## src/pequ_pkg.sv

```systemverilog
`timescale 1ns / 1ps
// ----------------------------------------------------------------------------
// pequ_pkg
// Shared types and constants of the priority event queue.
// ----------------------------------------------------------------------------
package pequ_pkg;

  // Field widths of the request and result channels
  localparam int unsigned CMD_W      = 2;
  localparam int unsigned TYPE_W     = 8;
  localparam int unsigned DATA_W     = 64;
  localparam int unsigned PURGE_W    = 6;
  localparam int unsigned CNT_W      = 32;
  localparam int unsigned TYPE_MAX_W = 16;

  // Configuration port
  localparam int unsigned APB_AW = 4;
  localparam int unsigned APB_DW = 32;

  typedef enum logic [1:0] {
    REG_LIFE_A = 2'd0,
    REG_LIFE_B = 2'd1,
    REG_RESYNC = 2'd2
  } reg_idx_e;

  typedef enum logic [CMD_W-1:0] {
    CMD_SEND  = 2'd0,
    CMD_RECV  = 2'd1,
    CMD_PURGE = 2'd2
  } cmd_e;

  // Per-cell control of the FIFO chain
  typedef struct packed {
    logic shift;  // take the neighbor's entry
    logic load;   // take the incoming entry
  } cell_ctrl_t;

endpackage

```

## src/priority_event_queue_with_latches.sv

```systemverilog
`timescale 1ns / 1ps
// ----------------------------------------------------------------------------
// priority_event_queue_with_latches
// Event queue with a lifecycle latch, a resync latch and an ordinary FIFO.
// ----------------------------------------------------------------------------
//  channel   dir  handshake                fields
//  s_axis    in   s_axis_tvalid/tready     tuser: command; tdata: type, data
//  m_axis    out  m_axis_tvalid/tready     tuser: ok; tdata: type, data,
//                                          purged count, five counters
//  apb       in   psel/penable/pready      three 8-bit type-code registers
//
//  One request per cycle: each request is decoded and applied in the cycle
//  it is accepted, and its result lands in the output register in the cycle
//  after. The FIFO is a chain of cells that shifts toward the head on every
//  receive it serves, so a pop is one step of the chain, not a memory read.
//  s_axis_tready drops only while a result is held and m_axis_tready is
//  low. Reset clears fill count, latch valid bits and counters at once; no
//  clearing pass is needed, the cells hold no valid bits.
// ----------------------------------------------------------------------------
module priority_event_queue_with_latches
  import pequ_pkg::*;
#(
  parameter int unsigned FIFO_DEPTH = 32,
  parameter int unsigned DATA_BITS  = 64,
  parameter int unsigned TYPE_BITS  = 8
) (
  input  logic              clk_i,
  input  logic              rst_ni,
  // request: tuser = {command[1:0]}
  input  logic              s_axis_tvalid,
  output logic              s_axis_tready,
  input  logic [CMD_W-1:0]  s_axis_tuser,
  // tdata = event_type[7:0], event_data[71:8]
  input  logic [71:0]       s_axis_tdata,
  // result: tuser = {ok}
  output logic              m_axis_tvalid,
  input  logic              m_axis_tready,
  output logic [0:0]        m_axis_tuser,
  // tdata = out_type[7:0], out_data[71:8], purged_count[77:72],
  // count_enqueued[109:78], count_dropped[141:110], count_purged[173:142],
  // lifecycle_overwrites[205:174], resync_overwrites[237:206], zero[239:238]
  output logic [239:0]      m_axis_tdata,
  // configuration
  input  logic              psel,
  input  logic              penable,
  input  logic              pwrite,
  input  logic [APB_AW-1:0] paddr,
  input  logic [APB_DW-1:0] pwdata,
  output logic [APB_DW-1:0] prdata,
  output logic              pready
);

  localparam int unsigned ENTRY_BITS = TYPE_BITS + DATA_BITS;
  localparam int unsigned FILL_W     = $clog2(FIFO_DEPTH + 1);

  // --------------------------------------------------------------------------
  // Configuration registers
  // --------------------------------------------------------------------------
  logic [TYPE_W-1:0] code_a_q, code_b_q, code_s_q;
  logic              cfg_wr;
  reg_idx_e          cfg_idx;

  assign pready  = 1'b1;
  assign cfg_wr  = psel && penable && pwrite && pready;
  assign cfg_idx = reg_idx_e'(paddr[3:2]);

  always_ff @(posedge clk_i or negedge rst_ni) begin
    if (!rst_ni) begin
      code_a_q <= TYPE_W'(1);
      code_b_q <= TYPE_W'(2);
      code_s_q <= TYPE_W'(3);
    end else if (cfg_wr) begin
      unique case (cfg_idx)
        REG_LIFE_A: code_a_q <= pwdata[TYPE_W-1:0];
        REG_LIFE_B: code_b_q <= pwdata[TYPE_W-1:0];
        REG_RESYNC: code_s_q <= pwdata[TYPE_W-1:0];
        default: ;  // drop writes beyond the register list
      endcase
    end
  end

  always_comb begin
    unique case (cfg_idx)
      REG_LIFE_A: prdata = APB_DW'(code_a_q);
      REG_LIFE_B: prdata = APB_DW'(code_b_q);
      REG_RESYNC: prdata = APB_DW'(code_s_q);
      default:    prdata = '0;
    endcase
  end

  // --------------------------------------------------------------------------
  // Request decode
  // --------------------------------------------------------------------------
  logic                  in_fire;
  logic                  out_valid_q;
  cmd_e                  cmd;
  logic [TYPE_W-1:0]     raw_type;
  logic [TYPE_MAX_W-1:0] type_ext;
  logic [DATA_W-1:0]     raw_data;
  logic [ENTRY_BITS-1:0] new_entry;
  logic                  is_life;
  logic                  is_sync;

  // Accept while the output register is empty or being drained
  assign s_axis_tready = !out_valid_q || m_axis_tready;
  assign in_fire       = s_axis_tvalid && s_axis_tready;

  assign cmd       = cmd_e'(s_axis_tuser);
  assign raw_type  = s_axis_tdata[TYPE_W-1:0];
  assign raw_data  = s_axis_tdata[TYPE_W+DATA_W-1:TYPE_W];
  assign type_ext  = TYPE_MAX_W'(raw_type);
  assign new_entry = {raw_data[DATA_BITS-1:0], type_ext[TYPE_BITS-1:0]};

  // Lifecycle wins when a code matches both latches
  assign is_life = (raw_type == code_a_q) || (raw_type == code_b_q);
  assign is_sync = !is_life && (raw_type == code_s_q);

  // --------------------------------------------------------------------------
  // Latches, FIFO chain and counters
  // --------------------------------------------------------------------------
  logic                  life_valid_q, life_valid_d;
  logic                  sync_valid_q, sync_valid_d;
  logic [ENTRY_BITS-1:0] life_entry_q, life_entry_d;
  logic [ENTRY_BITS-1:0] sync_entry_q, sync_entry_d;
  logic [CNT_W-1:0]      cnt_enq_q,  cnt_enq_d;
  logic [CNT_W-1:0]      cnt_drop_q, cnt_drop_d;
  logic [CNT_W-1:0]      cnt_purg_q, cnt_purg_d;
  logic [CNT_W-1:0]      cnt_life_q, cnt_life_d;
  logic [CNT_W-1:0]      cnt_sync_q, cnt_sync_d;

  logic                  fifo_push, fifo_pop, fifo_clear, fifo_full;
  logic [ENTRY_BITS-1:0] fifo_head;
  logic [FILL_W-1:0]     fifo_fill;
  logic [CNT_W-1:0]      fill_wide;

  logic                  res_ok_d,    res_ok_q;
  logic [TYPE_W-1:0]     res_type_d,  res_type_q;
  logic [DATA_W-1:0]     res_data_d,  res_data_q;
  logic [PURGE_W-1:0]    res_purge_d, res_purge_q;

  assign fill_wide = CNT_W'(fifo_fill);

  pequ_chain #(
    .DEPTH     (FIFO_DEPTH),
    .ENTRY_BITS(ENTRY_BITS)
  ) u_chain (
    .clk_i  (clk_i),
    .rst_ni (rst_ni),
    .push_i (fifo_push),
    .pop_i  (fifo_pop),
    .clear_i(fifo_clear),
    .entry_i(new_entry),
    .head_o (fifo_head),
    .fill_o (fifo_fill),
    .full_o (fifo_full)
  );

  always_comb begin
    life_valid_d = life_valid_q;
    sync_valid_d = sync_valid_q;
    life_entry_d = life_entry_q;
    sync_entry_d = sync_entry_q;
    cnt_enq_d    = cnt_enq_q;
    cnt_drop_d   = cnt_drop_q;
    cnt_purg_d   = cnt_purg_q;
    cnt_life_d   = cnt_life_q;
    cnt_sync_d   = cnt_sync_q;
    fifo_push    = 1'b0;
    fifo_pop     = 1'b0;
    fifo_clear   = 1'b0;
    res_ok_d     = 1'b0;
    res_type_d   = '0;
    res_data_d   = '0;
    res_purge_d  = '0;
    if (in_fire) begin
      unique case (cmd)
        CMD_SEND: begin
          res_ok_d = 1'b1;
          if (is_life) begin
            // overwrite a pending lifecycle event and count it
            if (life_valid_q) cnt_life_d = cnt_life_q + CNT_W'(1);
            life_entry_d = new_entry;
            life_valid_d = 1'b1;
          end else if (is_sync) begin
            if (sync_valid_q) cnt_sync_d = cnt_sync_q + CNT_W'(1);
            sync_entry_d = new_entry;
            sync_valid_d = 1'b1;
          end else if (!fifo_full) begin
            fifo_push = 1'b1;
            cnt_enq_d = cnt_enq_q + CNT_W'(1);
          end else begin
            // FIFO full: drop the event
            res_ok_d   = 1'b0;
            cnt_drop_d = cnt_drop_q + CNT_W'(1);
          end
        end
        CMD_RECV: begin
          if (life_valid_q) begin
            life_valid_d = 1'b0;
            res_ok_d     = 1'b1;
            res_type_d   = TYPE_W'(life_entry_q[TYPE_BITS-1:0]);
            res_data_d   = DATA_W'(life_entry_q[ENTRY_BITS-1:TYPE_BITS]);
          end else if (sync_valid_q) begin
            sync_valid_d = 1'b0;
            res_ok_d     = 1'b1;
            res_type_d   = TYPE_W'(sync_entry_q[TYPE_BITS-1:0]);
            res_data_d   = DATA_W'(sync_entry_q[ENTRY_BITS-1:TYPE_BITS]);
          end else if (fifo_fill != '0) begin
            fifo_pop   = 1'b1;
            res_ok_d   = 1'b1;
            res_type_d = TYPE_W'(fifo_head[TYPE_BITS-1:0]);
            res_data_d = DATA_W'(fifo_head[ENTRY_BITS-1:TYPE_BITS]);
          end
        end
        CMD_PURGE: begin
          fifo_clear  = 1'b1;
          res_purge_d = fill_wide[PURGE_W-1:0];
          cnt_purg_d  = cnt_purg_q + fill_wide;
        end
        default: ;  // unused code: report unchanged state
      endcase
    end
  end

  always_ff @(posedge clk_i or negedge rst_ni) begin
    if (!rst_ni) begin
      life_valid_q <= 1'b0;
      sync_valid_q <= 1'b0;
      cnt_enq_q    <= '0;
      cnt_drop_q   <= '0;
      cnt_purg_q   <= '0;
      cnt_life_q   <= '0;
      cnt_sync_q   <= '0;
      out_valid_q  <= 1'b0;
    end else begin
      life_valid_q <= life_valid_d;
      sync_valid_q <= sync_valid_d;
      cnt_enq_q    <= cnt_enq_d;
      cnt_drop_q   <= cnt_drop_d;
      cnt_purg_q   <= cnt_purg_d;
      cnt_life_q   <= cnt_life_d;
      cnt_sync_q   <= cnt_sync_d;
      if (in_fire) begin
        out_valid_q <= 1'b1;
      end else if (m_axis_tready) begin
        out_valid_q <= 1'b0;
      end
    end
  end

  // Latch and result payload: no reset
  always_ff @(posedge clk_i) begin
    life_entry_q <= life_entry_d;
    sync_entry_q <= sync_entry_d;
    if (in_fire) begin
      res_ok_q    <= res_ok_d;
      res_type_q  <= res_type_d;
      res_data_q  <= res_data_d;
      res_purge_q <= res_purge_d;
    end
  end

  // --------------------------------------------------------------------------
  // Result channel; counters stay put while a result is held
  // --------------------------------------------------------------------------
  assign m_axis_tvalid = out_valid_q;
  assign m_axis_tuser  = res_ok_q;
  assign m_axis_tdata  = {2'b00, cnt_sync_q, cnt_life_q, cnt_purg_q, cnt_drop_q,
                          cnt_enq_q, res_purge_q, res_data_q, res_type_q};

`ifndef NO_ASSERTIONS
  a_fill_bound: assert property (@(posedge clk_i) disable iff (!rst_ni)
    fifo_fill <= FILL_W'(FIFO_DEPTH))
    else $error("FIFO fill beyond depth");

  a_hold_stall: assert property (@(posedge clk_i) disable iff (!rst_ni)
    out_valid_q && !m_axis_tready |-> !s_axis_tready)
    else $error("request accepted while result stalled");

  a_purge_empty: assert property (@(posedge clk_i) disable iff (!rst_ni)
    in_fire && cmd == CMD_PURGE |=> fifo_fill == '0)
    else $error("FIFO not empty after purge");

  a_result_follows: assert property (@(posedge clk_i) disable iff (!rst_ni)
    in_fire |=> m_axis_tvalid)
    else $error("no result after accepted request");
`endif

endmodule

```

## src/pequ_cell.sv

```systemverilog
`timescale 1ns / 1ps
// ----------------------------------------------------------------------------
// pequ_cell
// One storage cell of the FIFO chain: shifts toward the head or loads.
// ----------------------------------------------------------------------------
module pequ_cell
  import pequ_pkg::*;
#(
  parameter int unsigned ENTRY_BITS = 72
) (
  input  logic                  clk_i,
  input  cell_ctrl_t            ctrl_i,
  input  logic [ENTRY_BITS-1:0] nbr_i,
  input  logic [ENTRY_BITS-1:0] new_i,
  output logic [ENTRY_BITS-1:0] entry_o
);

  logic [ENTRY_BITS-1:0] entry_q;
  logic [ENTRY_BITS-1:0] entry_d;

  always_comb begin
    entry_d = entry_q;
    if (ctrl_i.shift) begin
      entry_d = nbr_i;
    end else if (ctrl_i.load) begin
      entry_d = new_i;
    end
  end

  always_ff @(posedge clk_i) begin
    entry_q <= entry_d;
  end

  assign entry_o = entry_q;

endmodule

```

## src/pequ_chain.sv

```systemverilog
`timescale 1ns / 1ps
// ----------------------------------------------------------------------------
// pequ_chain
// Ordinary-event FIFO built as a chain of cells; cell 0 is the head.
// ----------------------------------------------------------------------------
module pequ_chain
  import pequ_pkg::*;
#(
  parameter int unsigned DEPTH      = 32,
  parameter int unsigned ENTRY_BITS = 72,
  localparam int unsigned FILL_W    = $clog2(DEPTH + 1)
) (
  input  logic                  clk_i,
  input  logic                  rst_ni,
  input  logic                  push_i,
  input  logic                  pop_i,
  input  logic                  clear_i,
  input  logic [ENTRY_BITS-1:0] entry_i,
  output logic [ENTRY_BITS-1:0] head_o,
  output logic [FILL_W-1:0]     fill_o,
  output logic                  full_o
);

  logic [FILL_W-1:0]     fill_q;
  logic [FILL_W-1:0]     fill_d;
  logic [ENTRY_BITS-1:0] cell_q [DEPTH];

  always_comb begin
    fill_d = fill_q;
    if (clear_i) begin
      fill_d = '0;
    end else if (push_i) begin
      fill_d = fill_q + FILL_W'(1);
    end else if (pop_i) begin
      fill_d = fill_q - FILL_W'(1);
    end
  end

  always_ff @(posedge clk_i or negedge rst_ni) begin
    if (!rst_ni) begin
      fill_q <= '0;
    end else begin
      fill_q <= fill_d;
    end
  end

  for (genvar i = 0; i < DEPTH; i++) begin : g_cell
    cell_ctrl_t            ctrl;
    logic [ENTRY_BITS-1:0] nbr;

    assign ctrl.shift = pop_i;
    assign ctrl.load  = push_i && (fill_q == FILL_W'(i));

    if (i == DEPTH - 1) begin : g_tail
      assign nbr = '0;
    end else begin : g_mid
      assign nbr = cell_q[i+1];
    end

    pequ_cell #(
      .ENTRY_BITS(ENTRY_BITS)
    ) u_cell (
      .clk_i  (clk_i),
      .ctrl_i (ctrl),
      .nbr_i  (nbr),
      .new_i  (entry_i),
      .entry_o(cell_q[i])
    );
  end

  assign head_o = cell_q[0];
  assign fill_o = fill_q;
  assign full_o = (fill_q == FILL_W'(DEPTH));

endmodule
```

## config.mk

```make
export PLATFORM = sky130hd
export DESIGN_NAME = priority_event_queue_with_latches
export DESIGN_NICKNAME = d
export VERILOG_FILES = /design/src/pequ_pkg.sv /design/src/priority_event_queue_with_latches.sv /design/src/pequ_cell.sv /design/src/pequ_chain.sv
export SDC_FILE = /design/constraint.sdc
export NUM_CORES = 2
export LEC_CHECK = 0
export ABC_AREA = 1
export BUFFER_PORTS_ARGS = -buffer_cell sky130_fd_sc_hd__buf_2
export CORE_ASPECT_RATIO = 1.4
export CORE_UTILIZATION = 45
export DETAILED_ROUTE_END_ITERATION = 10
export PLACE_DENSITY = 0.62
export SYNTH_ARGS = -nofsm -noshare
export SYNTH_HDL_FRONTEND = slang
export SYNTH_SLANG_ARGS = --single-unit
export TNS_END_PERCENT = 50
```

## constraint.sdc

```tcl
create_clock -name clk_i -period 8.8 [get_ports clk_i]
set_clock_uncertainty 0.1 [all_clocks]
set_input_delay 2.2 -clock clk_i [delete_from_list [all_inputs] [get_ports clk_i]]
set_output_delay 2.2 -clock clk_i [all_outputs]
set_load 0.01 [all_outputs]
```

# Word level (Yosys, flattened, before mapping)
# Index checks and enable logic that the tools add are counted.
# word_totals
register_bits,2720
inputBits,117
output_inout_bits,276
wordCells,290
# op_classes
n_addsub,7
eq_ne,43
mux,97
n_bitwise,3
reduce_logical,90
# ops
cell,count
72-bit two-way mux,62
64-bit two-way mux,3
32-bit by 1-bit adder with 32-bit output (second input constant),4
6-bit by 5-bit equality test with 1-bit output (second input constant),16
2-bit nonzero test,33
6-bit by 4-bit equality test with 1-bit output (second input constant),8
1-bit logical AND,36
32-bit by 6-bit adder with 32-bit output,1
6-bit by 3-bit equality test with 1-bit output (second input constant),4
8-bit equality test,3
8-bit two-way mux,3
8-bit case mux with 3 select lines,1
1-bit two-way mux,22
5-bit AND reduction,4
6-bit two-way mux,3
6-bit by 2-bit equality test with 1-bit output (second input constant),2
2-bit inequality test (second input constant),4
2-bit AND reduction,4
4-bit AND reduction,2
6-bit by 1-bit adder with 6-bit output (second input constant),1
6-bit by 1-bit equality test with 1-bit output (second input constant),1
6-bit equality test (second input constant),1
6-bit logical NOT,1
1-bit case mux with 2 select lines,3
other kinds (10),18

# Depth between registers and ports, before layout
# depth
depth_word,11
ltp_mapped,15
depth_no_buf,13

# By module
# A second synthesis with hierarchy kept.
# hier_totals
cells_unflattened,12156
hier_area_um2,120971.0
# modules_own_cells
mod,n_inst,cells_each,area_per_inst_um2,seq_area_each_um2
pequ_cell,32,305,3128.0,2162.1
priority_event_queue_with_latches,1,2273,20159.3,11380.9
pequ_chain,1,123,715.7,150.1

# Least setup slack after synthesis
# Ideal clock, no wire load.
# synth_timing
path_kind,input to register
start,in m_axis_tready
end,reg u_chain.g_cell[10].u_cell.entry_q[0] (enable)
setup_ps,602
t_arrival_ps,10142
t_required_ps,8098
slack_ps,-2044
stages,9
n_path_buf,1
cell_sequence,inv_1 nand2_1 nand2_1 inv_1 nand2_1 nor2_4 nand3_2 clkbuf_1 o21ai_0
# synth_between
elab_chain_len,5
word_cells_on_any_way,6
cone_classes,mux (2); reduce/logical (4)
# synth_rtl
element,line_no,source
start: declaration,priority_event_queue_with_latches.sv:37,"input logic m_axis_tready,"
1-bit logical OR *,priority_event_queue_with_latches.sv:105,assign s_axis_tready = !out_valid_q || m_axis_tready;
named net s_axis_tready,priority_event_queue_with_latches.sv:31,"output logic s_axis_tready,"
1-bit logical AND *,priority_event_queue_with_latches.sv:106,assign in_fire = s_axis_tvalid && s_axis_tready;
named net in_fire,priority_event_queue_with_latches.sv:94,logic in_fire;
1-bit two-way mux,priority_event_queue_with_latches.sv:175,if (in_fire) begin
1-bit logical AND,pequ_chain.sv:52,assign ctrl.load = push_i && (fill_q == FILL_W'(i));
2-bit nonzero test (no line) *,n/a,
end signal: assignment,pequ_cell.sv:31,entry_q <= entry_d;
end: declaration,pequ_cell.sv:18,logic [ENTRY_BITS-1:0] entry_q;
# The timed path passes the listed nets; every way through them passes the cells marked *.
# A chain may end at the register's enable or synchronous reset.

# Worst setup path in the final report
# layout_timing
start,in s_axis_tdata[0]
end,reg u_chain.g_cell[24].u_cell.entry_q[20] (enable)
# layout_between
elab_chain_len,10
word_cells_on_any_way,12
cone_classes,eq/ne (3); mux (4); reduce/logical (5)
# layout_rtl
element,line_no,source
start: declaration,priority_event_queue_with_latches.sv:34,"input logic [71:0] s_axis_tdata,"
8-bit equality test,priority_event_queue_with_latches.sv:115,assign is_life = (raw_type == code_a_q) || (raw_type == code_b_q);
1-bit logical OR,priority_event_queue_with_latches.sv:115,
1-bit logical NOT,priority_event_queue_with_latches.sv:116,assign is_sync = !is_life && (raw_type == code_s_q);
1-bit logical AND,priority_event_queue_with_latches.sv:116,
1-bit two-way mux,priority_event_queue_with_latches.sv:184,end else if (is_sync) begin
1-bit two-way mux *,priority_event_queue_with_latches.sv:179,if (is_life) begin
1-bit two-way mux *,priority_event_queue_with_latches.sv:176,unique case (cmd)
1-bit two-way mux *,priority_event_queue_with_latches.sv:175,
1-bit logical AND *,pequ_chain.sv:52,
2-bit nonzero test (no line) *,n/a,
end signal: assignment,pequ_cell.sv:31,
end: declaration,pequ_cell.sv:18,
# Every way passes the cells marked *; elsewhere a longest branch is shown, timed or not.

==> impl_metrics.ini <==
[yosys]
synth.avg_cell_area_sq_um = 11.2
yosysUniqueCellTypes = 40
yosysWarnings = 0
yosysTopAreaCell = edfxtp_1
synthTopCellsByArea = edfxtp_1 65%, nand2_1 10%, nand3_1 9.9%
synth-seq-area-share = 0.708
synth_edf_count = 2455
synth_flop_cell = edfxtp_1
synthArstFlopShare = 0.0710
ys_seq_elements = 2720
synth_area_sq_um = 113000
synth_top_cell_area_share = 0.652
syn_inst = 10100

[global_routing]
grt_max_degree = 246
grt_overflow = 0
antenna_found_initial = 28
grt_use_total = 0.227
grt_pass1_vias = 72100
grt_pass1_wl_um = 447000

[layout]
seqCellArea_sq_um = 80000
final_core_util = 0.502
drive_above_1_share = 0.0863
multiInputGateArea_sq_um = 28800
postLayoutCellArea_sq_um = 125000
fillers = 22000
synthToLayoutAreaGrowth_pct = 10.8
layout.cells.non_filler = 13600
nets = 10200

[routing]
drt_pass1_iterations = 9
wl_per_cell_um = 21.8
first_iter_violations = 8395
vias = 75500
wirelength_um = 295000
drcViolationCount = 0
vias_per_cell = 5.57
detail-route-antenna-nets = 0

[cts]
cts.htree.levels = 5
cts_tree = yes
clk_pin_slew_worst_paths_ns = 0.06
clkLatencyLatePin_ns = 0.84
cts.sinks = 2720
cts_buffers = 266
cts_resized = 0
ctsLongestPathBuffers = 4
post_cts_buffers = 0
cts_hold_buffers = 0
cts_root_buf = clkbuf_16

[placement]
pre_cts_ws_ns = 2.19
dp_cells = 13100
gp_congestion = 0.901
post_dp_cell_area_sq_um = 117000
dp_hpwl_um = 162000
portBuffers = 339

[timing]
period_needed_ns = 5.70
timing.fmax_mhz = 175
finalSetupViolCount = 0
hold_viol_final = 0
holdWs_ns = 0.381
fin_ws_ns = 3.10
drv_slew = 0
tightest_slew_ns = 1.22
grt_setup_unrepaired = false
relSlewSlack = 0.186
post-route-period-util = 0.648

[pwr]
irDropWorstVdd_uv = 232
p_per_area_nw_per_um2 = 244
power_leakage_nw = 46.5

[worst_setup_path]
crit_path_end_kind = register
cp.arrival_ns = 6.11
slowest_stage = nand2_4
cp_max_fo = 53
startpoint_type = input port
cp_common_cell = nand2_1
cp_top_family = simple AND/OR/NAND/NOR gates
path_buf_inv = 3
slowest_delay_ns = 0.84
critical_path_class = input port to register
cp.required_ns = 9.20
path_cells = buf_2, inv_2, nand2_1, nand2_1, nand2_1, nor2_1, nand2_1, nand2_2, nor2_4, nand3_4, nor2_1, nand2_1, nand2_4, buf_4

[floorplan]
start_util = 0.453
dieHeight_um = 595
core-area_sq_um = 250000
num_rows = 217
die-area_sq_um = 253000
ios = 393
die_x_um = 426

[min_path]
hp-class = register to register

[status]
status = complete, no violations

[job]
drv_cap = 0
[flip-flops by register name, indices dropped and copies added, names as in the netlist, 6 cells and up]
name and flops:
u_chain.g_cell.u_cell.entry_o 2304, life_entry_q 72, sync_entry_q 72, res_data_q 64, cnt_drop_q 32, cnt_enq_q 32
cnt_life_q 32, cnt_purg_q 32, cnt_sync_q 32, code_a_q 8, code_b_q 8, code_s_q 8
res_type_q 8, res_purge_q 6, u_chain.fill_o 6
[metrics by stage]
step / power, mW / setup TNS, ns
6_report: 30.6 / 0
5_1_grt: 31.8 / 0
4_1_cts: 30.9 / 0
3_5_place_dp: 19.7 / 0
3_3_place_gp: 19.6 / 0
2_1_floorplan: 18.5 / -190.73
[Yosys cell counts, types with 2 or more instances]
cell and number:
a21oi_1 151, buf_1 43, buf_2 370, buf_4 32, buf_6 6, clkbuf_1 393
clkinv_1 2, conb_1 2, dfrtp_1 189, dfstp_2 4, dfxtp_1 72, edfxtp_1 2455
ha_1 15, inv_1 237, inv_2 9, nand2_1 3044, nand2_2 2, nand3_1 2239
nand3_2 2, nand3b_1 13, nand4_1 36, nor2_1 301, nor2_2 3, nor3_1 67
nor3b_1 4, nor4_1 19, o211ai_1 9, o21ai_0 238, o21ai_1 17, xnor2_1 60
xor2_1 91
[cells in the final DEF (no fill, tap or decap), drive strengths merged, types with 4 or more instances in the layout]
cell type and n:
o21ai 255, edfxtp 2455, nor2 305, nand2 3046, a21oi 151, diode 17, o211ai 9, conb 27
nand3 2242, nor4 20, dfrtp 189, buf 466, xor2 91, nor3 67, nor3b 4, clkbuf 352
bufinv 14, xnor2 60, clkinvlp 5, nand4 37, dfstp 4, dfxtp 72, ha 15, clkinv 90
nand3b 13, inv 255
[layout make-up]
cell class / count / area share
repair buffers: 467 / 0.0253
flip-flops and latches: 2720 / 0.638
clock inverters: 116 / 0.00750
multi-input cells: 6347 / 0.230
inverters: 248 / 0.00752
clock buffers: 351 / 0.0584
well taps: 3285 / 0.0328
diodes: 17 / 0.000339
[where the power goes]
part / total, mW / internal [mW] / switching (mW)
clock network: 11.1 / 6.28 / 4.85
logic: 4.12 / 0.826 / 3.29
registers: 15.4 / 15.0 / 0.331
[metal layers]
| layer | wire length (um) | up-vias | GRT usage |
|---|---|---|---|
| met5 | 20 | - | 0 |
| met2 | 148000 | 2611 | 0.384 |
| met1 | 123000 | 37600 | 0.303 |
| met4 | 7480 | 4 | 0.0679 |
| li1 | - | 34900 | - |
| met3 | 17200 | 432 | 0.0293 |
[path summary, 6_finish.rpt]
| check | from | to | slack, ns | cells after the start |
|---|---|---|---|---|
| max | s_axis_tdata[0] | u_chain.g_cell[24].u_cell.entry_o[20]$_DFFE_PP_ | 3.10 | 14 |
| min | cnt_purg_q[31]$_DFFE_PN0P_ | cnt_purg_q[31]$_DFFE_PN0P_ | 0.38 | 1 |
| max reg2reg | u_chain.fill_o[1]$_DFFE_PN0P_ | u_chain.g_cell[16].u_cell.entry_o[35]$_DFFE_PP_ | 3.41 | 12 |
| min reg2reg | cnt_purg_q[31]$_DFFE_PN0P_ | cnt_purg_q[31]$_DFFE_PN0P_ | 0.38 | 1 |
| max in group asynchronous | rst_ni | cnt_drop_q[16]$_DFFE_PN0P_ | 5.81 | 2 |
| min in group asynchronous | rst_ni | cnt_life_q[31]$_DFFE_PN0P_ | 1.39 | 1 |
[logic make-up after synthesis]
family | after synthesis | share of synthesized area
AOI/OAI and AO/OA | 418 | 0.0188
DFF | 2720 | 0.708
adders and majority gates | 16 | 0.00184
and+or+nand+nor | 5735 | 0.218
other | 2 | 0.0000664
buffers and inverters | 1092 | 0.0418
xor gates and xnor gates | 151 | 0.0117
Power figures use the tool's default switching activity.
